## src/hdl/tsa_fifo.sv

```systemverilog
// Small synchronous FIFO used for the command and result queues.
// No dependencies.
module tsa_fifo #(
  parameter int W     = 8,
  parameter int DEPTH = 2
) (
  input  logic         clk,
  input  logic         rst_n,
  input  logic         push,
  input  logic [W-1:0] din,
  input  logic         pop,
  output logic [W-1:0] dout,
  output logic         full,
  output logic         empty
);
  localparam int PTR_W = (DEPTH > 1) ? $clog2(DEPTH) : 1;
  localparam int CNT_W = $clog2(DEPTH + 1);
  localparam logic [PTR_W-1:0] PTR_LAST = PTR_W'(DEPTH - 1);

  logic [W-1:0]     mem_r [DEPTH];
  logic [PTR_W-1:0] wr_ptr_r, wr_ptr_nxt;
  logic [PTR_W-1:0] rd_ptr_r, rd_ptr_nxt;
  logic [CNT_W-1:0] count_r, count_nxt;

  always_comb begin
    wr_ptr_nxt = wr_ptr_r;
    rd_ptr_nxt = rd_ptr_r;
    if (push) begin
      wr_ptr_nxt = (wr_ptr_r == PTR_LAST) ? '0 : wr_ptr_r + 1'b1;
    end
    if (pop) begin
      rd_ptr_nxt = (rd_ptr_r == PTR_LAST) ? '0 : rd_ptr_r + 1'b1;
    end
    count_nxt = CNT_W'(count_r + CNT_W'(push) - CNT_W'(pop));
  end

  always_ff @(posedge clk) begin
    if (!rst_n) begin
      wr_ptr_r <= '0;
      rd_ptr_r <= '0;
      count_r  <= '0;
    end else begin
      wr_ptr_r <= wr_ptr_nxt;
      rd_ptr_r <= rd_ptr_nxt;
      count_r  <= count_nxt;
    end
  end

  always_ff @(posedge clk) begin
    if (push) begin
      mem_r[wr_ptr_r] <= din;
    end
  end

  assign dout  = mem_r[rd_ptr_r];
  assign full  = (count_r == CNT_W'(DEPTH));
  assign empty = (count_r == '0);
endmodule

```

## config.mk

```make
export PLATFORM = sky130hd
export DESIGN_NAME = tsa_fifo
export DESIGN_NICKNAME = d
export VERILOG_FILES = /design/src/hdl/tsa_fifo.sv
export SDC_FILE = /design/constraint.sdc
export NUM_CORES = 1
export LEC_CHECK = 0
export BUFFER_PORTS_ARGS = -buffer_cell sky130_fd_sc_hd__buf_4
export CORE_ASPECT_RATIO = 0.5
export CORE_UTILIZATION = 25
export CTS_CLUSTER_SIZE = 20
export DETAILED_ROUTE_END_ITERATION = 16
export PLACE_DENSITY = 0.48
export SYNTH_ARGS = -nofsm -noshare
export SYNTH_HDL_FRONTEND = slang
export SYNTH_SLANG_ARGS = --single-unit
```

## constraint.sdc

```tcl
create_clock -name clk -period 1.3 [get_ports clk]
set_input_delay 0.26 -clock clk [delete_from_list [all_inputs] [get_ports clk]]
set_output_delay 0.26 -clock clk [all_outputs]
set_load 0.02 [all_outputs]
```

# Word level (Yosys, flattened, before mapping)
# Memory sizes are Yosys's and may differ from the RTL's. A register that Yosys moved wholly into a read port is not among the register bits.
# Cells that the tools add are included.
[totals]
ff_bits = 4
mem_bits_rw = 16
in_bits = 12
elab_cells = 16
n_memories = 1
[op_classes]
add_sub_neg = 4
n_eq_ne = 1
n_mux = 6
n_reduce_logical = 1
[mem_list]
columns = ["memory", "words", "width", "rd", "rd_clocked_by_memory_dff", "write_ports", "line_no", "source"]
rows = [
  ["mem_r", 2, 8, 1, 1, 1, "20", "logic [W-1:0] mem_r [DEPTH];"],
]
[op_table]
columns = ["operator", "count"]
rows = [
  ["$mux W1", 6],
  ["$add A1 B1 Y1 const B", 2],
  ["$add A2 B1 Y2", 1],
  ["$eq A2 B2 Y1 const B", 1],
  ["$logic_not A2 Y1", 1],
  ["$sub A2 B1 Y2", 1],
]

# Longest topological paths before layout
# Gate-level depths: netlist of run 1.
[depth]
word_depth = 4
ltp_mapped = 6

# Worst setup path after synthesis of run 1
# Ideal clock, no wire load.
[synth_timing]
path_kind = "reg2reg"
startpoint = "reg count_r[0]"
endpoint = "reg count_r[1]"
arrival_time_ns = 1.086
slack_ns = 0.149
stages_incl_launch_ff = 7
path_buffers = 0
synth_period_minus_slack_ns = 1.151
cell_sequence = "dfxtp_1 inv_1 ha_1 inv_1 ha_1 xnor3_1 nor2b_1"
[synth_between]
elab_chain_len = 2
[synth_lines]
columns = ["element", "line_no", "source"]
rows = [
  ["start, declared", "23", "logic [CNT_W-1:0] count_r, count_nxt;"],
  ["start signal, assigned", "45", "count_r <= count_nxt;"],
  ["$add A2 B1 Y2", "34", "count_nxt = CNT_W'(count_r + CNT_W'(push) - CNT_W'(pop));"],
  ["$sub A2 B1 Y2", "34", ""],
]
# No other way between the ends.
# A chain may end at the register's enable or synchronous reset.

==> results.json, run 1 <==
{
  "drt_iter0_drc": 10,
  "netlist_area_um2": 801,
  "power.internal_mw": 1.20,
  "yosysWarningCount": 0,
  "dieArea_um2": 3450,
  "period_needed_ns": 1.43,
  "core-area_um2": 3030,
  "rows": 14,
  "totalWireLength_um": 1420,
  "violations": "setup timing",
  "p_seq_share_pct": 50.6,
  "cts.sinks": 21,
  "pwr-share-comb_pct": 23.1,
  "postCtsSetupRepairBufs": 0,
  "gr-total-overflow": 0,
  "io_pins": 22,
  "route.detailed.drc": 0,
  "track_usage_pct": 9.34,
  "layout.nets": 88,
  "wl_per_cell_um": 12.6,
  "net-switching-power_uw": 376,
  "rrSetupSlack_ns": 0.11,
  "start_kind": "register",
  "cp.required_ns": 1.04,
  "grt_max_degree": 13,
  "antenna-diode-count": 0,
  "fin_skew_ns": 0.00204,
  "power.share.clock_pct": 26.3,
  "finalHoldViolations": 0,
  "dp_hpwl_um": 1040,
  "vias": 453,
  "insertion_delay_ns": 0.25,
  "reg2reg_depth": 6,
  "drt_pass1_iterations": 2,
  "grt_first_pass_wirelength_um": 2260,
  "post_drt_via_cell_ratio": 4.01,
  "cp.depth": 3,
  "drv_cap": 0,
  "syn_nets": 60,
  "critPathMaxFanout": 8,
  "antenna_left": 0,
  "final_common_cell": "edfxtp_1",
  "path_cells": "buf_12 > mux2_4 > buf_6",
  "finalCritPeriodShare_pct": 110,
  "r2r_end": "count_r[1]",
  "die-width_um": 82.0,
  "clk_pin_slew_worst_paths_ns": 0.07,
  "ys_seq_elements": 21,
  "worstSetupEndpointType": "output port",
  "tightest_slew_ns": 0.398,
  "setup_viol_count_final": 8,
  "final_cell_mix": "edfxtp_1, buf_4, mux2_4, buf_6",
  "initial_core_util_pct": 26.4,
  "drive_gt1_share_pct": 56.2,
  "drv_slew": 0,
  "numPortBuffers": 21,
  "cts_root_buf": "clkbuf_8",
  "holdCritPathClass": "input pin to register",
  "worst_slack_ns": -0.129,
  "critPathSlowestCell": "dfxtp_2",
  "synth.distinct_cells": 12,
  "htreeDepth": 1,
  "slowest_delay_ns": 0.34,
  "worstSetupPathType": "register to output port",
  "seq_area_frac_synth_pct": 72.5,
  "grt_pass1_vias": 508,
  "status": "complete, but fails checks",
  "crit_arrival_ns": 1.17,
  "ctsHoldBuffers": 0,
  "crit_path_end": "dout[6]",
  "ir_drop_mv": 0.511,
  "max_freq_mhz": 700,
  "whs_ns": 0.188,
  "crit_family": "flip-flops",
  "rsz0062_at_grt": "true",
  "p_sw_share_pct": 23.9,
  "p_leak_nw": 0.473,
  "antenna_found_initial": 0,
  "synth_area_per_cell_um2": 17.4,
  "slew-limit-headroom_pct": 73.4,
  "cts_tree": "done",
  "r2r_start": "count_r[0]",
  "pwr_density_cell_nw_per_um2": 1350,
  "syn_inst": 46,
  "cts_inserted_buffers": 3,
  "post-route-util_pct": 38.4,
  "cts.path.max_buffers": 2,
  "preCtsSetupSlack_ns": 0.0374,
  "syn2layout_area_growth_pct": 45.2,
  "cp.buffers_inverters": 2,
  "gp_congestion": 0.689,
  "fp.dieH_um": 42.0
}
==> Yosys cell counts (all sizes together) <==
cell type | number | area, µm²
xnor3 | 1 | 22.5
dfxtp | 5 | 100
ha | 2 | 25.0
buf | 1 | 5.00
nor2 | 1 | 3.75
nor2b | 4 | 25.0
edfxtp | 16 | 480
inv | 2 | 7.51
mux2 | 8 | 90.1
and2 | 4 | 25.0
xor2 | 1 | 8.76
o21a | 1 | 7.51
==> cells by family (layout without fill, tap and decap cells) <==
family | count (synthesis) | in the layout | share of synthesized area [%]
compound gates | 1 | 1 | 0.938
xor+xnor | 2 | 2 | 3.91
buf+inv | 3 | 30 | 1.56
fa+ha+maj | 2 | 2 | 3.12
simple gates | 9 | 9 | 6.72
mux | 8 | 8 | 11.3
flops | 21 | 21 | 72.5
==> area by class of cell <==
cell class              count  area (µm²)
clock buffers               3        41.3
clock inverters             1        5.00
inverters                   2        7.51
fillers                   297        1870
multi-input cells          22         253
well taps                  40        50.0
repair buffers             24         223
flip-flops and latches     21         583
==> power groups by stage <==
stage	clock network [mW]	logic, mW	registers (mW)
finish	0.413	0.362	0.796
global route	0.456	0.387	0.802
CTS	0.427	0.357	0.794
detailed placement	0	0.308	0.808
global placement	0	0.293	0.804
floorplan	0	0.172	0.801
==> metal layers <==
layer	GRT usage, %	vias up	wire (µm)
met4	2.11	0	11
li1	-	218	-
met5	0	-	0
met1	9.73	229	579
met3	3.26	2	31
met2	17.9	4	797
==> metrics by stage <==
| step | std cells | instance area, µm² | TNS, ns | power [mW] |
|---|---|---|---|---|
| 2_1_floorplan | 46 | 801 | 0 | 0.972 |
| 6_report | 113 | 1160 | -0.993 | 1.57 |
| 3_5_place_dp | 109 | 1040 | 0 | 1.12 |
| 5_1_grt | 113 | 1160 | -1.21 | 1.65 |
| 4_1_cts | 113 | 1150 | -1.04 | 1.58 |
| 3_3_place_gp | 109 | 1040 | 0 | 1.10 |
==> state kept, by name, indices dropped and copies added, names as in the netlist, named ones only <==
signal / cells
count_r: 2
mem_r: 16
rd_ptr_r: 1
wr_ptr_r: 1
==> timing repair <==
item | CTS | global route
endpoints found under the setup margin | 8 | 9
gates resized for setup | 17 | 4
pin swaps | 0 | 1
hold endpoints to repair | 0 | 0
gates cloned | 0 | 0
==> worst min path at each step <==
stage	start	end	slack (ns)	cells past startpoint
after floorplan	din[0]	mem_r[0][0]	0.36	0
after global placement	din[4]	mem_r[0][4]	0.45	1
after detailed placement	din[5]	mem_r[0][5]	0.45	1
after CTS	din[5]	mem_r[1][5]	0.18	1
after global routing	din[7]	mem_r[1][7]	0.17	1
final	din[1]	mem_r[0][1]	0.19	1
Power figures use the tool's default switching activity.
==> run 2, diff against run 1 <==
==> constraint.sdc (replaced) <==
create_clock -name clk -period 1.3 [get_ports clk]
set_input_delay 0.39 -clock clk [delete_from_list [all_inputs] [get_ports clk]]
set_output_delay 0.39 -clock clk [all_outputs]
set_load 0.02 [all_outputs]
==> run 2 against run 1 <==
  * The flow still finishes with violations (setup timing)
  * Cell area grew 1.6%
  * Via count increased by 1.3%
  * Sequential cell count did not move
  * Sequential share of layout area decreased by 0.69 points
  * Clock skew decreased by 0.0011 ns
==> results.json, run 2 (synthesis gave the netlist of run 1 again) <==
{
  "status": "complete, but fails checks",
  "violations": "setup timing",
  "finalCritPeriodShare_pct": 120,
  "track_usage_pct": 9.02,
  "cts.sinks": 21,
  "antenna-diode-count": 0,
  "gr-total-overflow": 0,
  "slew-limit-headroom_pct": 89.8,
  "ctsHoldBuffers": 0,
  "insertion_delay_ns": 0.25,
  "core-area_um2": 3030,
  "drt_iter0_drc": 7,
  "layout.nets": 90,
  "final_common_cell": "buf_4",
  "finalHoldViolations": 0,
  "final_cell_mix": "buf_4, edfxtp_1, mux2_4, buf_6, and2_1",
  "totalWireLength_um": 1380,
  "antenna_found_initial": 0,
  "tightest_slew_ns": 0.153,
  "reg2reg_depth": 6,
  "cts_tree": "done",
  "top_regs": "mem_r x16, count_r x2",
  "gp_congestion": 0.662,
  "initial_core_util_pct": 26.4,
  "clk_pin_slew_worst_paths_ns": 0.07,
  "dp_hpwl_um": 1070,
  "max_freq_mhz": 640,
  "holdCritPathClass": "input pin to register",
  "cts_root_buf": "clkbuf_8",
  "regMostFlops": "mem_r",
  "fin_area_um2": 1180,
  "grt_pass1_vias": 533,
  "fin_skew_ns": 0.000980,
  "antenna_left": 0,
  "drv_slew": 0,
  "period_needed_ns": 1.56,
  "io_pins": 22,
  "dieArea_um2": 3450,
  "critPathMaxFanout": 8,
  "cp.required_ns": 0.91,
  "grt_first_pass_wirelength_um": 2250,
  "drive_gt1_share_pct": 60.0,
  "largest_reg_flops": 16,
  "fp.dieH_um": 42.0,
  "worstHoldStart": "din[7]",
  "vias": 459,
  "post-route-util_pct": 39.0,
  "wl_per_cell_um": 12.0,
  "r2r_start": "count_r[0]",
  "rsz0062_at_grt": "true",
  "numPortBuffers": 21,
  "rrSetupSlack_ns": 0.10,
  "drt_pass1_iterations": 4,
  "worstSetupPathType": "register to output port",
  "min_to": "mem_r[1][7]",
  "pwr_density_cell_nw_per_um2": 1330,
  "p_leak_nw": 0.485,
  "drv_cap": 0,
  "ir_drop_mv": 0.402,
  "htreeDepth": 1,
  "place_area_um2": 1050,
  "rows": 14,
  "syn2layout_area_growth_pct": 47.5,
  "power_mw": 1.57,
  "r2r_end": "count_r[1]",
  "grt_max_degree": 13,
  "start_kind": "register",
  "worstHoldPathCells": 1,
  "post_drt_via_cell_ratio": 3.99,
  "die-width_um": 82.0,
  "route.detailed.drc": 0,
  "preCtsSetupSlack_ns": -0.0868,
  "worstSetupEndpointType": "output port",
  "worst_slack_ns": -0.262,
  "setup_viol_count_final": 8,
  "cts.path.max_buffers": 2,
  "crit_arrival_ns": 1.17,
  "cts_inserted_buffers": 3
}
## run 2: changes by cell type in the layout (fill, tap and decap cells not counted), sizes merged
cell and delta:
buf +2
## run 2: layer usage
metal  global-route usage [%]  routed length, µm
met5                        0                  0
met4                     3.16                 21
met3                     3.26                 33
met2                     16.9                781
met1                     9.18                542
## run 2: stage by stage
stage	instances	hold slack [ns]	setup TNS, ns
2_1_floorplan	46	0.489	0
3_3_place_gp	111	0.570	-0.244
3_5_place_dp	111	0.575	-0.495
4_1_cts	115	0.309	-2.15
5_1_grt	115	0.302	-2.41
6_report	115	0.318	-2.06
## run 2: worst max-delay path by stage
| stage | to | slack (ns) | depth (start not counted) |
|---|---|---|---|
| final | dout[2] | -0.26 | 3 |
| after global routing | dout[2] | -0.31 | 3 |
| after CTS | dout[0] | -0.27 | 3 |
| after detailed placement | count_r[1] | -0.09 | 6 |
| after global placement | count_r[1] | -0.03 | 6 |
| after floorplan | dout[0] | 0.03 | 2 |
## run 2: critical path, stage by stage, from the launching register on
cell and delay (ns):
dfxtp_2 0.35, buf_12 0.13, mux2_4 0.31, buf_6 0.13
## run 2: area by class of cell
cell class / count / area [µm²]
Clock buffer: 3 / 41.3
Tap cell: 40 / 50.0
Inverter: 2 / 7.51
Clock inverter: 1 / 5.00
Timing Repair Buffer: 26 / 238
Sequential cell: 21 / 584
Fill cell: 291 / 1850
Multi-Input combinational cell: 22 / 255
## run 2: power breakdown
group          internal (mW)  switching, mW  total [mW]  leakage [nW]
logic                  0.213          0.152       0.365         0.267
registers              0.777         0.0227       0.799         0.193
clock network          0.213          0.195       0.408        0.0255
## run 2: timing repair
| item | CTS | global route |
|---|---|---|
| pin swaps | 0 | 1 |
| setup endpoints to repair | 9 | 10 |
| endpoints found under the hold margin | 0 | 0 |
| setup buffers | 0 | 0 |
| resized for setup | 18 | 5 |
==> run 3, diff against run 2 <==
- ABC_AREA: default -> 1
- CAP_MARGIN: default -> 20
==> run 3 against run 2 <==
  * The run still ends with setup timing left
  * Sequential power fell by 1%
  * Worst hold slack worse by 0.0014 ns
  * Routed wire length decreased by 2.6%
  * Sequential cell count unchanged
  * Sequential share of layout area fell by 1.1 points
  * Die area rose by 4.8%
  * Synthesized cell count rose by 28%
  * Setup slack better by 0.021 ns
  * Critical path depth unchanged
  * Cell area is 2.2% higher
  * Critical path type unchanged
==> results.json, run 3 <==
{
  "status": "complete, but fails checks",
  "violations": "setup timing",
  "preCtsSetupSlack_ns": -0.133,
  "ys_seq_elements": 21,
  "cts.sinks": 21,
  "yosysTopAreaCell": "edfxtp_1",
  "yosysWarningCount": 0,
  "setup_viol_count_final": 8,
  "grt_max_degree": 13,
  "synth_area_per_cell_um2": 14.3,
  "fp.dieH_um": 43.0,
  "die-width_um": 84.0,
  "synthMuxAreaShare_pct": 14.3,
  "r2r_start": "count_r[0]",
  "fin_area_um2": 1210,
  "yosys-top-cells-area": "edfxtp_1, mux2_4, dfxtp_1, nor2_1, inv_1",
  "reg2reg_depth": 8,
  "rows": 14,
  "gp_congestion": 0.610,
  "pwr_density_cell_nw_per_um2": 1270,
  "whs_ns": 0.317,
  "finalCritPeriodShare_pct": 119,
  "antenna_found_initial": 0,
  "drv_cap": 0,
  "grt_pass1_vias": 506,
  "start_kind": "register",
  "io_pins": 22,
  "p_leak_nw": 0.516,
  "fin_skew_ns": 0.00480,
  "synthTopCellsByCount": "edfxtp_1, nor2_1, inv_1, mux2_4, nand2_1",
  "synthFlopType": "edfxtp_1",
  "cts.path.max_buffers": 2,
  "worstHoldPathCells": 1,
  "numPortBuffers": 21,
  "worstHoldStart": "din[7]",
  "totalWireLength_um": 1340,
  "post_drt_via_cell_ratio": 3.93,
  "initial_core_util_pct": 27.1,
  "drv_slew": 0,
  "place_area_um2": 1070,
  "core-area_um2": 3100,
  "final.setup.tns_ns": -1.90,
  "track_usage_pct": 8.04,
  "ir_drop_mv": 0.415,
  "cts_inserted_buffers": 3,
  "netlist.area_leader.share_pct": 57.1,
  "syn_inst": 59,
  "syn2layout_area_growth_pct": 43.6,
  "insertion_delay_ns": 0.25,
  "top_regs": "mem_r x16, count_r x2",
  "worstSetupEndpointType": "output port",
  "drt_pass1_iterations": 4,
  "vias": 503,
  "route.detailed.drc": 0,
  "layout.nets": 103,
  "synth-compound-area-share_pct": 0.595,
  "dieArea_um2": 3610,
  "wl_per_cell_um": 10.5,
  "drt_iter0_drc": 17,
  "cp.required_ns": 0.91,
  "drive_gt1_share_pct": 59.1,
  "htreeDepth": 1,
  "synthAdderAreaFrac_pct": 2.98,
  "crit_arrival_ns": 1.15,
  "netlist_area_um2": 841,
  "seq_area_frac_synth_pct": 69.0,
  "synth.distinct_cells": 10,
  "rsz0062_at_grt": "true",
  "cts_root_buf": "clkbuf_8",
  "slew-limit-headroom_pct": 78.1,
  "tightest_slew_ns": 0.329,
  "worst_slack_ns": -0.241,
  "synthXorXnorAreaFrac_pct": 0,
  "synth_top_family_by_area": "multiplexers",
  "dp_hpwl_um": 997,
  "synth_async_sr_flop_share_pct": 0,
  "synth_edf_count": 16,
  "worstSetupPathType": "register to output port",
  "antenna_left": 0,
  "holdCritPathClass": "input pin to register",
  "period_needed_ns": 1.54,
  "antenna-diode-count": 0,
  "gr-total-overflow": 0,
  "max_freq_mhz": 649,
  "layout.cells.non_filler": 128,
  "cts_tree": "done",
  "regMostFlops": "mem_r",
  "finalHoldViolations": 0,
  "num-fill-cells": 296,
  "syn_nets": 73,
  "final_cell_mix": "edfxtp_1, buf_4, buf_6",
  "synth.most_common_cell": "edfxtp_1",
  "largest_reg_flops": 16,
  "grt_first_pass_wirelength_um": 2080,
  "clk_pin_slew_worst_paths_ns": 0.07,
  "final_common_cell": "edfxtp_1",
  "yosys.area_share.simple_pct": 8.18,
  "critPathMaxFanout": 4,
  "dp_cells": 123
}
==> run 3: logic make-up after synthesis <==
family	Yosys count
compound gates	1
simple gates	18
fa+ha+maj	2
buf+inv	9
mux	8
flops	21
==> run 3: path summary, 6_finish.rpt <==
path | end | slack, ns
setup / recovery | dout[0] | -0.24
hold reg to reg | register | 0.51
setup reg to reg | count_r[1] | 0.06
hold / removal | mem_r[0][7] | 0.32
==> run 3: worst max-delay path: stages (launching register included) <==
cell and delay (ns):
dfxtp_2 0.34, buf_6 0.12, mux2_4 0.30, buf_6 0.13
==> run 3: routing by layer <==
layer	global-route usage [%]	vias up	share of wire (%)
met5	0	-	0
met4	4.14	0	0
met3	4.09	0	4.8
met2	13.8	15	54
met1	8.28	235	42
li1	-	253	-
==> run 3: where the power goes <==
| group | leakage [nW] | switching (mW) | total [mW] | internal (mW) |
|---|---|---|---|---|
| registers | 0.193 | 0.0193 | 0.791 | 0.772 |
| clock network | 0.0255 | 0.194 | 0.407 | 0.213 |
| logic | 0.297 | 0.160 | 0.341 | 0.181 |
==> run 3: final cells by class <==
type | count | area (µm²) | area share (%)
inverter | 8 | 30.0 | 2.49
clock buffer | 3 | 41.3 | 3.42
tap | 40 | 50.0 | 4.15
clock inverter | 1 | 5.00 | 0.415
multi-input combinational | 29 | 260 | 21.6
timing repair buffer | 26 | 236 | 19.6
sequential | 21 | 584 | 48.4
==> run 3: stage by stage <==
stage          power, mW  util (%)
2_1_floorplan      0.957         -
3_3_place_gp        1.06      34.4
3_5_place_dp        1.07      34.4
4_1_cts             1.50      37.2
5_1_grt             1.62      38.9
6_report            1.54      38.9
==> run 3: what timing repair did <==
action,in CTS,in global routing
buffers inserted,0,1
hold buffers,0,0
gates resized for setup,12,14
pin swaps,0,6
hold endpoints to repair,0,0
endpoints found under the setup margin,9,10
