### config.mk
export PLATFORM = sky130hd
export DESIGN_NAME = tsa_front_flat
export DESIGN_NICKNAME = d
export VERILOG_FILES = /design/src/hdl/tsa_pkg.sv /design/src/hdl/tsa_channels.sv /design/src/hdl/tsa_front.sv /design/src/flat_wrapper.sv
export SDC_FILE = /design/constraint.sdc
export NUM_CORES = 1
export LEC_CHECK = 0
export BUFFER_PORTS_ARGS = -buffer_cell sky130_fd_sc_hd__buf_2
export CAP_MARGIN = 20
export CORE_AREA = 4 4 72 74
export DETAILED_ROUTE_END_ITERATION = 8
export DIE_AREA = 0 0 76 78
export GPL_TIMING_DRIVEN = 0
export PLACE_DENSITY_LB_ADDON = 0.08
export SLEW_MARGIN = 15
export SYNTH_ARGS = -nofsm -noshare
export SYNTH_HDL_FRONTEND = slang
export SYNTH_SLANG_ARGS = --single-unit
### constraint.sdc
create_clock -name vclk -period 1.9
set_clock_uncertainty 0.1 [all_clocks]
set_input_delay 0.38 -clock vclk [all_inputs]
set_output_delay 0.38 -clock vclk [all_outputs]
set_load 0.03 [all_outputs]
### src/hdl/tsa_pkg.sv
// Shared types and constants for the trilinear splat accumulator.
// Holds the queued command and result words and the back-end state encoding.
// No dependencies.
package tsa_pkg;

  localparam int POS_W = 16;
  localparam int AMT_W = 24;
  localparam int IDX_W = 18;
  localparam int VAL_W = 40;

  localparam logic [VAL_W-1:0] ACC_MAX = '1;

  localparam int GRID_DEF = 64;
  localparam int FRAC_DEF = 8;

  // Widest address and fraction over the legal parameter ranges
  localparam int ADDR_MAX_W = 24;
  localparam int FRAC_MAX_W = 16;

  localparam int CMDQ_DEPTH = 2;
  localparam int OUTQ_DEPTH = 2;

  typedef enum logic [1:0] {
    OP_DEPOSIT,
    OP_READ,
    OP_SKIP,
    OP_BLANK
  } op_t;

  typedef enum logic [1:0] {
    BK_CLEAR,
    BK_READY,
    BK_SPLAT,
    BK_GAP
  } back_state_t;

  typedef struct packed {
    op_t                   op;
    logic [AMT_W-1:0]      amount;
    logic [ADDR_MAX_W-1:0] base;
    logic [FRAC_MAX_W-1:0] fx;
    logic [FRAC_MAX_W-1:0] fy;
    logic [FRAC_MAX_W-1:0] fz;
  } cmd_t;

  typedef struct packed {
    logic [VAL_W-1:0] voxel_value;
    logic             skipped;
    logic             saturated;
  } res_t;

endpackage

### src/hdl/tsa_channels.sv
// Valid/ready channel interfaces for the splat accumulator's item and result words.
// Depends on tsa_pkg for field widths.
interface tsa_in_if import tsa_pkg::*; ();
  logic                    valid;
  logic                    ready;
  logic                    kind;
  logic signed [POS_W-1:0] pos_x;
  logic signed [POS_W-1:0] pos_y;
  logic signed [POS_W-1:0] pos_z;
  logic [AMT_W-1:0]        amount;
  logic [IDX_W-1:0]        voxel_index;

  modport source (output valid, kind, pos_x, pos_y, pos_z, amount, voxel_index,
                  input ready);
  modport sink (input valid, kind, pos_x, pos_y, pos_z, amount, voxel_index,
                output ready);
endinterface


### src/hdl/tsa_front.sv
// Front end: accepts item words and classifies them into queued commands.
// Depends on tsa_pkg and the channel interfaces in tsa_channels.
module tsa_front import tsa_pkg::*; #(
  parameter int GRID      = GRID_DEF,
  parameter int FRAC_BITS = FRAC_DEF
) (
  tsa_in_if.sink in_ch,
  input  logic   q_full,
  input  logic   run,
  output logic   cmd_push,
  output cmd_t   cmd
);
  localparam int VOXELS = GRID * GRID * GRID;
  localparam int ADDR_W = $clog2(VOXELS);
  localparam int AX_W   = $clog2(GRID);
  localparam int IDX_CW = (ADDR_W + 1 > IDX_W) ? ADDR_W + 1 : IDX_W;
  localparam logic [VAL_W-1:0] LIMIT = VAL_W'(GRID - 1) << FRAC_BITS;

  logic            out_x, out_y, out_z;
  logic [AX_W-1:0] ix, iy, iz;
  logic [ADDR_W-1:0] base;
  logic            idx_ok;

  // Outside the interior: negative, or at or past the last full cell
  function automatic logic axis_out(input logic signed [POS_W-1:0] p);
    return p[POS_W-1] || (VAL_W'(unsigned'(p)) >= LIMIT);
  endfunction

  function automatic logic [AX_W-1:0] axis_int(input logic signed [POS_W-1:0] p);
    return AX_W'(unsigned'(p) >> FRAC_BITS);
  endfunction

  assign in_ch.ready = run && !q_full;
  assign cmd_push    = in_ch.valid && in_ch.ready;

  always_comb begin
    out_x  = axis_out(in_ch.pos_x);
    out_y  = axis_out(in_ch.pos_y);
    out_z  = axis_out(in_ch.pos_z);
    ix     = axis_int(in_ch.pos_x);
    iy     = axis_int(in_ch.pos_y);
    iz     = axis_int(in_ch.pos_z);
    base   = ADDR_W'(ADDR_W'(ix) * ADDR_W'(GRID * GRID) + ADDR_W'(iy) * ADDR_W'(GRID)
                     + ADDR_W'(iz));
    idx_ok = IDX_CW'(in_ch.voxel_index) < IDX_CW'(VOXELS);

    cmd.amount = in_ch.amount;
    cmd.fx     = FRAC_MAX_W'(in_ch.pos_x[FRAC_BITS-1:0]);
    cmd.fy     = FRAC_MAX_W'(in_ch.pos_y[FRAC_BITS-1:0]);
    cmd.fz     = FRAC_MAX_W'(in_ch.pos_z[FRAC_BITS-1:0]);
    if (in_ch.kind) begin
      cmd.op   = idx_ok ? OP_READ : OP_BLANK;
      cmd.base = ADDR_MAX_W'(in_ch.voxel_index);
    end else begin
      cmd.op   = (out_x || out_y || out_z) ? OP_SKIP : OP_DEPOSIT;
      cmd.base = ADDR_MAX_W'(base);
    end
  end
endmodule

### src/flat_wrapper.sv
// flat-port wrapper written by rule: the top's interface ports become plain ports
module tsa_front_flat import tsa_pkg::*;
#(
  parameter int GRID      = GRID_DEF,
  parameter int FRAC_BITS = FRAC_DEF
)
  (q_full, run, cmd_push, cmd, in_ch_valid, in_ch_kind, in_ch_pos_x, in_ch_pos_y, in_ch_pos_z, in_ch_amount, in_ch_voxel_index, in_ch_ready);
  tsa_in_if in_ch_i ();
  input  logic q_full;
  input  logic run;
  output logic cmd_push;
  output cmd_t cmd;
  input wire logic [$bits(in_ch_i.valid)-1:0] in_ch_valid;
  input wire logic [$bits(in_ch_i.kind)-1:0] in_ch_kind;
  input wire logic [$bits(in_ch_i.pos_x)-1:0] in_ch_pos_x;
  input wire logic [$bits(in_ch_i.pos_y)-1:0] in_ch_pos_y;
  input wire logic [$bits(in_ch_i.pos_z)-1:0] in_ch_pos_z;
  input wire logic [$bits(in_ch_i.amount)-1:0] in_ch_amount;
  input wire logic [$bits(in_ch_i.voxel_index)-1:0] in_ch_voxel_index;
  output wire logic [$bits(in_ch_i.ready)-1:0] in_ch_ready;
  assign in_ch_i.valid = in_ch_valid;
  assign in_ch_i.kind = in_ch_kind;
  assign in_ch_i.pos_x = in_ch_pos_x;
  assign in_ch_i.pos_y = in_ch_pos_y;
  assign in_ch_i.pos_z = in_ch_pos_z;
  assign in_ch_i.amount = in_ch_amount;
  assign in_ch_i.voxel_index = in_ch_voxel_index;
  assign in_ch_ready = in_ch_i.ready;
  tsa_front #(.GRID(GRID), .FRAC_BITS(FRAC_BITS)) u_core (.in_ch(in_ch_i), .q_full(q_full), .run(run), .cmd_push(cmd_push), .cmd(cmd));
endmodule
Word level (Yosys, flattened, before mapping)
Index checks and enable logic that the tools add are counted.
Word-level totals
  output and inout port bits: 100
  input bits: 94
  word-level logic and storage cells: 16
  register bits after elaboration: 0
Cells by class
  reduce and logical (&&, ||, !) cells: 8
  add/sub/neg operators: 2
  magnitude comparators: 3
  mux-type cells: 3
Operator list (number)
  >= comparator 16 x 14 -> 1 bit (second input constant): 3
  adder 18 x 12 -> 18 bit: 1
  adder 18 x 6 -> 18 bit: 1
  2-to-1 mux 18 bit: 1
  logical OR 1 bit: 5
  2-to-1 mux 2 bit: 2
  logical AND 1 bit: 2
  zero test 1 bit: 1

Depth between registers and ports, before layout
Gate-level depths: netlist (run 1).
  depth after elaboration: 6
  mapped depth: 3
  depth with buffers taken out: 3

Least setup slack after synthesis (run 1)
OpenSTA, ideal clock, no wires.
  path kind: input port to output port
  start point: in in_ch_pos_y[15]
  end point: out cmd[97] in the netlist's numbering
  buffers on the path: 0
  stages on the path: 3
  data required time: 1420 ps
  slack: 73 ps
  data arrival time: 1347 ps
  path through: or4_4 -> nor3_2 -> a41oi_1
RTL lines
  start, declared: line flat_wrapper.sv:16  | input wire logic [$bits(in_ch_i.pos_y)-1:0] in_ch_pos_y;
  end, declared: line flat_wrapper.sv:12  | output cmd_t cmd;

==> summary.md, run 1 <==
| Metric | Value |
|---|---|
| Register area | 0 um^2 |
| RSZ-0062 raised after global routing | yes |
| Leading cell type by number of instances after synthesis | buf_4 |
| Crit path kind | in -> out |
| Yosys top cell by area | buf_4 |
| Dpl hpwl | 3.655 mm |
| Antenna cells | 0 |
| P per Cell Area | roughly 340 nW/um^2 |
| Setup Buffers After CTS | 0 |
| Number of max-cap violations | 0 |
| Hold Startpoint | in_ch_pos_z[1] |
| Met3 Wirelength | 657 um |
| Initial Util | between 10% and 20% |
| Vias in the first global route | 1115 |
| Gr ovfl total | 0 |
| Proportion of layout cells with a drive suffix above 1 | 81.57% |
| Slew Limit Fails | 0 |
| Met1 WL | 1.121 mm |
| Worst EP required | 1.42 ns |
| Sequential fraction of the synthesis area | 0% |
| DR iter-0 viols | 4 |
| Crit path capture type | output pin |
| CP Launch Point | in_ch_pos_y[15] |
| Post-route ant nets | 0 |
| Num rows | 25 |
| Top Layer Used | met3 |
| Area of placed instances | 1648 um^2 |
| Min cycle time layout | approximately 1.9 ns |
| Crit Path Max Fanout | 1 |
| Drt drc | 0 |
| Routed vias/inst | 3.521 |
| I/O pins | 194 |
| Fin area | 1678 um^2 |
| Die area | 5928 um^2 |
| Area grow syn2layout | 87.29% |
| Sequential cell count | 0 |
| Post-CTS Hold Fix Bufs | 0 |
| Top cells by count, synth | buf_4 (80), mux2_1 (9), mux2_2 (9), and4_1 (3), nand3_1 (3) |
| Startpoint types | primary input |
| # setup viols final | 0 |
| Post-Syn Area per Cell | approximately 8 um^2 |
| Setup slack after layout | about 0.0045 ns |
| Synth warn | 0 |
| Post-synth top area share | between 60% and 70% |
| First-pass GRT wire length | 5.685 mm |
| Lkg Pwr | 0.001062 uW |
| Met2 WL | between 2 and 2.5 mm |
| Post-route clock period utilization | 99.76% |
| Post-Syn Area | 895.9 um^2 |
| Tot Pwr | 571.9 uW |
| Core area | 4598 um^2 |
| Initial antenna violation count | 0 |
| GRT Util Overall | 11.37% |
| VDD IR-drop max | 128.9 uV |
| Largest net degree at the start of global routing | 11 |
| Routed WL per cell | 12.26 um |
| Synth area leaders | buf_4 (67%), mux2_1 (11%), mux2_2 (11%), and4_1 (2.9%), nand3_1 (1.7%) |
| Cells after Synth | 111 |
| WL final | 3.788 mm |
| RePlAce Congestion | 0.6729 |
| Distinct cells, synth | 12 |
| CP arrival | 1.42 ns |
| Pre-CTS setup slack | -0.04616 ns |
| Status | completed |
| Die width | approximately 76 um |
| Layout Nets | 351 |
| Final hold vios | 0 |
| Pre-antenna DRT Iters | 2 |
| Tightest Hold Check Type | in -> out |
| Worst setup path endpoint | cmd[97] |
| Die Y | 78 um |
| Clk_buf instances | 0 |
| Port Buffers | 115 |
| Total vias in the final route | 1088 |
| Max Fclk | approximately 530 MHz |
[worst min-delay path by stage]
stage | to | cells after the start
after floorplan | in_ch_ready | 1
final | cmd[1] | 2
after global placement | cmd[23] | 2
after detailed placement | cmd[82] | 2
after CTS | cmd[86] | 2
after global routing | cmd[72] | 2
[placed cells by master (no fill, tap or decap)]
master   count
or4_4        1
and2_1       1
buf_4       79
a41oi_2      1
buf_2      114
buf_6        3
nand3_1      3
nor3_4       1
mux2_1       9
and4_1       3
mux2_2       9
nor2b_1      1
conb_1      30
[routing by layer]
layer  track usage [%]  vias up
met5                 0        -
met4                 0        0
met3             4.988        0
met2             22.69      110
met1             11.32      435
li1                  -      543
[stage by stage]
stage / instances / setup TNS [ns] / hold WS [ns] / utilization (%)
floorplan: 140 / 0 / 0.7741 / -
global placement: 309 / -0.01713 / 0.9125 / 35.84
detailed placement: 309 / -0.04616 / 0.9119 / 35.84
CTS: 309 / -0.009564 / 0.9118 / 36.41
global route: 309 / -0.03290 / 0.9158 / 36.49
finish: 309 / 0 / 0.9109 / 36.49
[where the power goes]
group | internal [uW] | switching [uW] | leakage [uW]
combinational | 227 | 345 | 0.00106
sequential | 0 | 0 | 0
clock | 0 | 0 | 0
total | 227 | 345 | 0.00106
[area by class of cell]
cell class,instances,area [um^2]
buffer,81,609.3
fill,512,2920
multi-input combinational,59,412.9
tap,54,67.56
timing repair buffer,115,588.1
[cell families after synthesis]
kind of cell | share of synthesized area (%)
buf+inv | 67.60
mux | 22.63
simple gates | 8.381
compound gates | 0.9778
other cells | 0.4186
[critical path: stages]
cell	delay (ns)
buf_6	0.09
or4_4	0.53
nor3_4	0.12
a41oi_2	0.13
buf_6	0.16
[what timing repair did]
| item | 4_1_cts | 5_1_grt |
|---|---|---|
| pin swaps | 1 | 0 |
| resized for setup | 5 | 1 |
| setup endpoints to repair | 1 | 2 |
| gates cloned | 0 | 0 |
Note: power is estimated with default switching activity, not from simulation.
==> run 2: changes to the inputs <==
==> constraint.sdc (replaced) <==
create_clock -name vclk -period 2.3
set_clock_uncertainty 0.1 [all_clocks]
set_input_delay 0.46 -clock vclk [all_inputs]
set_output_delay 0.46 -clock vclk [all_outputs]
set_load 0.03 [all_outputs]
==> run 2 against run 1 <==
Against the previous run:
- non-clock buffer count stayed put
- core utilization fell by 0.65 points
- sequential share of layout area unchanged
- combinational power decreased by 18%
- global-route usage decreased by 0.12 points
- routed wire length is essentially flat
- critical path depth did not move
- worst hold slack better by 0.16 ns
- clock-buffer cell count is the same
- die area unchanged
==> summary.md, run 2 (same netlist as run 1, synthesis figures left out) <==
| Metric | Value |
|---|---|
| Startpoint types | primary input (unchanged) |
| Vias in the first global route | 1097 (was 1115) |
| Combinational share of power | 100.0% (about the same) |
| Min cycle time layout | 2.090 ns |
| Dpl hpwl | 3.655 mm (unchanged) |
| Crit path kind | in -> out (unchanged) |
| Area grow syn2layout | 83.94% (was 87.29%) |
| Register area | 0 um^2 (unchanged) |
| Area of placed instances | 1648 um^2 (unchanged) |
| P per Cell Area | 284.1 nW/um^2 (was 340.9 nW/um^2) |
| Die Y | 78 um (unchanged) |
| Post-CTS Hold Fix Bufs | 0 (unchanged) |
| CP arrival | 1.53 ns (was 1.42 ns) |
| DR iter-0 viols | 10 (was 4) |
| Tightest Hold Check Type | in -> out (unchanged) |
| RePlAce Congestion | 0.6729 (unchanged) |
| Tot Pwr | 468.1 uW (was 571.9 uW) |
| Setup Buffers After CTS | 0 (unchanged) |
| Proportion of layout cells with a drive suffix above 1 | 81.18% (was 81.57%) |
| First-pass GRT wire length | 5.609 mm (was 5.685 mm) |
| Sw Pwr | 284.0 uW (was 345.3 uW) |
| Crit Path Max Fanout | 1 (unchanged) |
| Crit path capture type | output pin (unchanged) |
| Initial Util | 19.48% (unchanged) |
| Clk_buf instances | 0 (unchanged) |
| Port Buffers | 115 (unchanged) |
| Initial antenna violation count | 0 (unchanged) |
| Num rows | 25 (unchanged) |
| Core area | 4598 um^2 (unchanged) |
| WL final | 3.785 mm (was 3.788 mm) |
| Clock share of power | 0% (about the same) |
| Slew Limit Fails | 0 (unchanged) |
| Final hold slack | 1.071 ns (was 0.9109 ns) |
| Post-route clock period utilization | 90.89% |
| Antenna cells | 0 (unchanged) |
| VDD IR-drop max | 106.5 uV (was 128.9 uV) |
| I/O pins | 194 (unchanged) |
| Drt drc | 0 (unchanged) |
| Total vias in the final route | 1086 (was 1088) |
| Most frequent cells in the layout | buf_2 (116), buf_4 (80), conb_1 (30) (was buf_2 (114), buf_4 (79), conb_1 (30)) |
| Final hold vios | 0 (unchanged) |
| GRT Util Overall | 11.25% (was 11.37%) |
| Routed WL per cell | 12.25 um (was 12.26 um) |
| Most common cell after layout, fill and taps aside | buf_2 (unchanged) |
| Post-cts sizing count | 0 (was 5) |
| Die width | 76 um (unchanged) |
| Worst EP required | 1.74 ns (was 1.42 ns) |
| Largest net degree at the start of global routing | 11 (unchanged) |
| Max Fclk | about 480 MHz |
| RSZ-0062 raised after global routing | no (was yes) |
| Number of max-cap violations | 0 (unchanged) |
| Post-route ant nets | 0 (unchanged) |
| Filler cell count | 514 (was 512) |
| Switching portion of total power | 60.66% (was 60.37%) |
| Die area | 5928 um^2 (unchanged) |
| Routed vias/inst | 3.515 (was 3.521) |
| Pre-antenna DRT Iters | 2 (unchanged) |
| Layout Nets | 351 (unchanged) |
| Gr ovfl total | 0 (unchanged) |
| Setup tns final | 0 ns (unchanged) |
| Sequential cell count | 0 (unchanged) |
| Fin area | 1648 um^2 (was 1678 um^2) |
| Status | completed (unchanged) |
| Seq pwr share | 0% (about the same) |
| Internal | 184.1 uW (was 226.7 uW) |
| # setup viols final | 0 (unchanged) |
| Lkg Pwr | 0.001053 uW (was 0.001062 uW) |
-- run 2: critical path, stage by stage --
cell and delay, ns:
buf_2 0.10, or4_4 0.52, nor3_2 0.12, a41oi_1 0.14
buf_2 0.20
-- run 2: metal layers --
layer  up-vias  wire length [um]  global-route usage (%)
li1        543                 -                       -
met1       433              1122                   11.17
met2       110              1997                   22.35
met3         0               665                   5.104
met4         0                 0                       0
met5         -                 0                       0
-- run 2: worst paths after layout --
kind | from | end | slack (ns) | cells past startpoint
worst min-delay path | in_ch_pos_z[1] | cmd[1] | 1.07 | 2
worst max-delay path | in_ch_pos_y[15] | cmd[97] | 0.21 | 5
-- run 2: final cells by class --
cell class	instances	area, um^2	area share (%)
repair buffers	115	575.6	34.93
plain buffers	81	605.6	36.75
well taps	54	67.56	4.100
multi-input cells	59	399.1	24.22
-- run 2: power by group through the flow --
stage          registers, uW  clock network [uW]  logic [uW]
4_1_cts                    0                   0         470
5_1_grt                    0                   0         499
2_1_floorplan              0                   0         357
3_5_place_dp               0                   0         468
3_3_place_gp               0                   0         468
6_report                   0                   0         468
-- run 2: metrics by stage --
| step | util [%] | std cells | worst slack, ns |
|---|---|---|---|
| floorplan | - | 140 | 0.3132 |
| global placement | 35.84 | 309 | 0.2229 |
| detailed placement | 35.84 | 309 | 0.1938 |
| CTS | 35.84 | 309 | 0.1914 |
| global route | 35.84 | 309 | 0.1456 |
| finish | 35.84 | 309 | 0.2095 |
==> run 3: changes to the inputs <==
--- a/config.mk
+++ b/config.mk
@@ -12,6 +12,7 @@
 export DIE_AREA = 0 0 76 78
 export GPL_TIMING_DRIVEN = 0
 export PLACE_DENSITY_LB_ADDON = 0.08
+export REMOVE_ABC_BUFFERS = 1
 export SLEW_MARGIN = 15
 export SYNTH_ARGS = -nofsm -noshare
 export SYNTH_HDL_FRONTEND = slang
==> run 3 against run 2 <==
Against the previous run:
- core utilization decreased by 18 points
- routed wire length increased by 34%
- clock-buffer cell count stayed put
- largest power group unchanged
- critical path depth stayed put
- via count fell by 35%
- critical path type unchanged
- sequential share of layout area stayed put
- worst hold slack lost 0.25 ns
==> summary.md, run 3 (same netlist as run 1, synthesis figures left out) <==
| Metric | Value |
|---|---|
| CP arrival | 1.56 ns (was 1.53 ns) |
| Min cycle time layout | 2.120 ns (was 2.090 ns) |
| Crit path capture type | output pin (unchanged) |
| Total vias in the final route | 702 (was 1086) |
| Gr ovfl total | 0 (unchanged) |
| Internal | 67.73 uW (was 184.1 uW) |
| Crit Path Max Fanout | 1 (unchanged) |
| Post-route ant nets | 0 (unchanged) |
| Dpl hpwl | 4.748 mm (was 3.655 mm) |
| Die width | 76 um (unchanged) |
| Post-route clock period utilization | 92.16% (was 90.89%) |
| Proportion of layout cells with a drive suffix above 1 | 62.20% (was 81.18%) |
| Layout Nets | 223 (was 351) |
| Routed WL per cell | 28.08 um (was 12.25 um) |
| Filler cell count | 545 (was 514) |
| # setup viols final | 0 (unchanged) |
| Pre-antenna DRT Iters | 2 (unchanged) |
| Seq pwr share | 0% (about the same) |
| I/O pins | 194 (unchanged) |
| Post-CTS Hold Fix Bufs | 0 (unchanged) |
| Post-route insts no fill | 181 (was 309) |
| Routed vias/inst | 3.878 (was 3.515) |
| Switching portion of total power | 70.52% (was 60.66%) |
| Largest net degree at the start of global routing | 21 (was 11) |
| Dpl cells | 181 (was 309) |
| Met1 WL | 1.125 mm (was 1.122 mm) |
| Slew Limit Fails | 0 (unchanged) |
| Num rows | 25 (unchanged) |
| Drt drc | 0 (unchanged) |
| Setup tns final | 0 ns (unchanged) |
| Met3 Wirelength | 2.003 mm (was 665 um) |
| Startpoint types | primary input (unchanged) |
| Combinational share of power | 100.0% (about the same) |
| Register area | 0 um^2 (unchanged) |
| Die area | 5928 um^2 (unchanged) |
| Area grow syn2layout | -9.916% (was 83.94%) |
| P per Cell Area | 284.7 nW/um^2 (was 284.1 nW/um^2) |
| GRT Util Overall | 15.58% (was 11.25%) |
| Tot Pwr | 229.7 uW (was 468.1 uW) |
| Core area | 4598 um^2 (unchanged) |
| Max Fclk | 471.8 MHz (was 478.4 MHz) |
| VDD IR-drop max | 72.72 uV (was 106.5 uV) |
| Met2 WL | 1.954 mm (was 1.997 mm) |
| Crit path kind | in -> out (unchanged) |
| Vias in the first global route | 674 (was 1097) |
| RSZ-0062 raised after global routing | no (unchanged) |
| Antenna cells | 0 (unchanged) |
| Die Y | 78 um (unchanged) |
| Worst EP required | 1.74 ns (about the same) |
| DR iter-0 viols | 11 (was 10) |
| Status | completed (unchanged) |
| Port Buffers | 68 (was 115) |
| Top Layer Used | met3 (unchanged) |
| Sequential cell count | 0 (unchanged) |
| Most common cell after layout, fill and taps aside | buf_2 (unchanged) |
| Most frequent cells in the layout | buf_2 (68), conb_1 (30), mux2_1 (9), mux2_2 (9) (was buf_2 (116), buf_4 (80), conb_1 (30)) |
| First-pass GRT wire length | 6.368 mm (was 5.609 mm) |
| Initial Util | 19.48% (unchanged) |
| Clk_buf instances | 0 (unchanged) |
| Setup Buffers After CTS | 0 (unchanged) |
| Sw Pwr | 162.0 uW (was 284.0 uW) |
| Clock share of power | 0% (about the same) |
| RePlAce Congestion | 0.6769 (was 0.6729) |
| Number of max-cap violations | 0 (unchanged) |
| WL final | 5.083 mm (was 3.785 mm) |
| Tightest Hold Check Type | in -> out (unchanged) |
| Lkg Pwr | 0.0004602 uW (was 0.001053 uW) |
| Final hold vios | 0 (unchanged) |
| Initial antenna violation count | 0 (unchanged) |
| Post-cts sizing count | 0 (unchanged) |
[run 3: cell count changes in the layout (fill, tap and decap cells not counted)]
cell and delta:
buf_2 -48, buf_4 -80
[run 3: path summary, 6_finish.rpt]
check / startpoint / end / slack, ns / depth (start not counted)
max: in_ch_pos_y[15] / cmd[97] / 0.18 / 5
min: in_ch_amount[10] / cmd[82] / 0.82 / 0
[run 3: area by class of cell]
class / instances / area (um^2) / area share, %
multi-input combinational: 59 / 399.1 / 49.46
tap: 54 / 67.56 / 8.372
timing repair buffer: 68 / 340.3 / 42.17
[run 3: metrics by stage]
step | area, um^2 | utilization [%] | hold WS [ns] | setup WS [ns]
after detailed placement | 807.0 | 17.55 | 0.8203 | 0.1975
after global placement | 807.0 | 17.55 | 0.8203 | 0.2156
after CTS | 807.0 | 17.55 | 0.8203 | 0.1916
after floorplan | 399.1 | - | 0.8200 | 0.3132
after global routing | 807.0 | 17.55 | 0.8202 | 0.1582
final | 807.0 | 17.55 | 0.8203 | 0.1803
[run 3: worst max-delay path: stages]
cell	delay (ns)
buf_2	0.10
or4_4	0.52
nor3_2	0.13
a41oi_1	0.14
buf_2	0.21
[run 3: power by group through the flow]
stage	Sequential, uW	Combinational [uW]	Clock (uW)
after floorplan	0	151	0
after global placement	0	229	0
after detailed placement	0	229	0
after CTS	0	230	0
after global routing	0	244	0
final	0	230	0
[run 3: metal layers]
layer / vias to the layer above / GRT usage [%]
met3: 0 / 27.96
met4: 0 / 0
met1: 268 / 11.03
li1: 287 / -
met2: 147 / 21.06
met5: - / 0
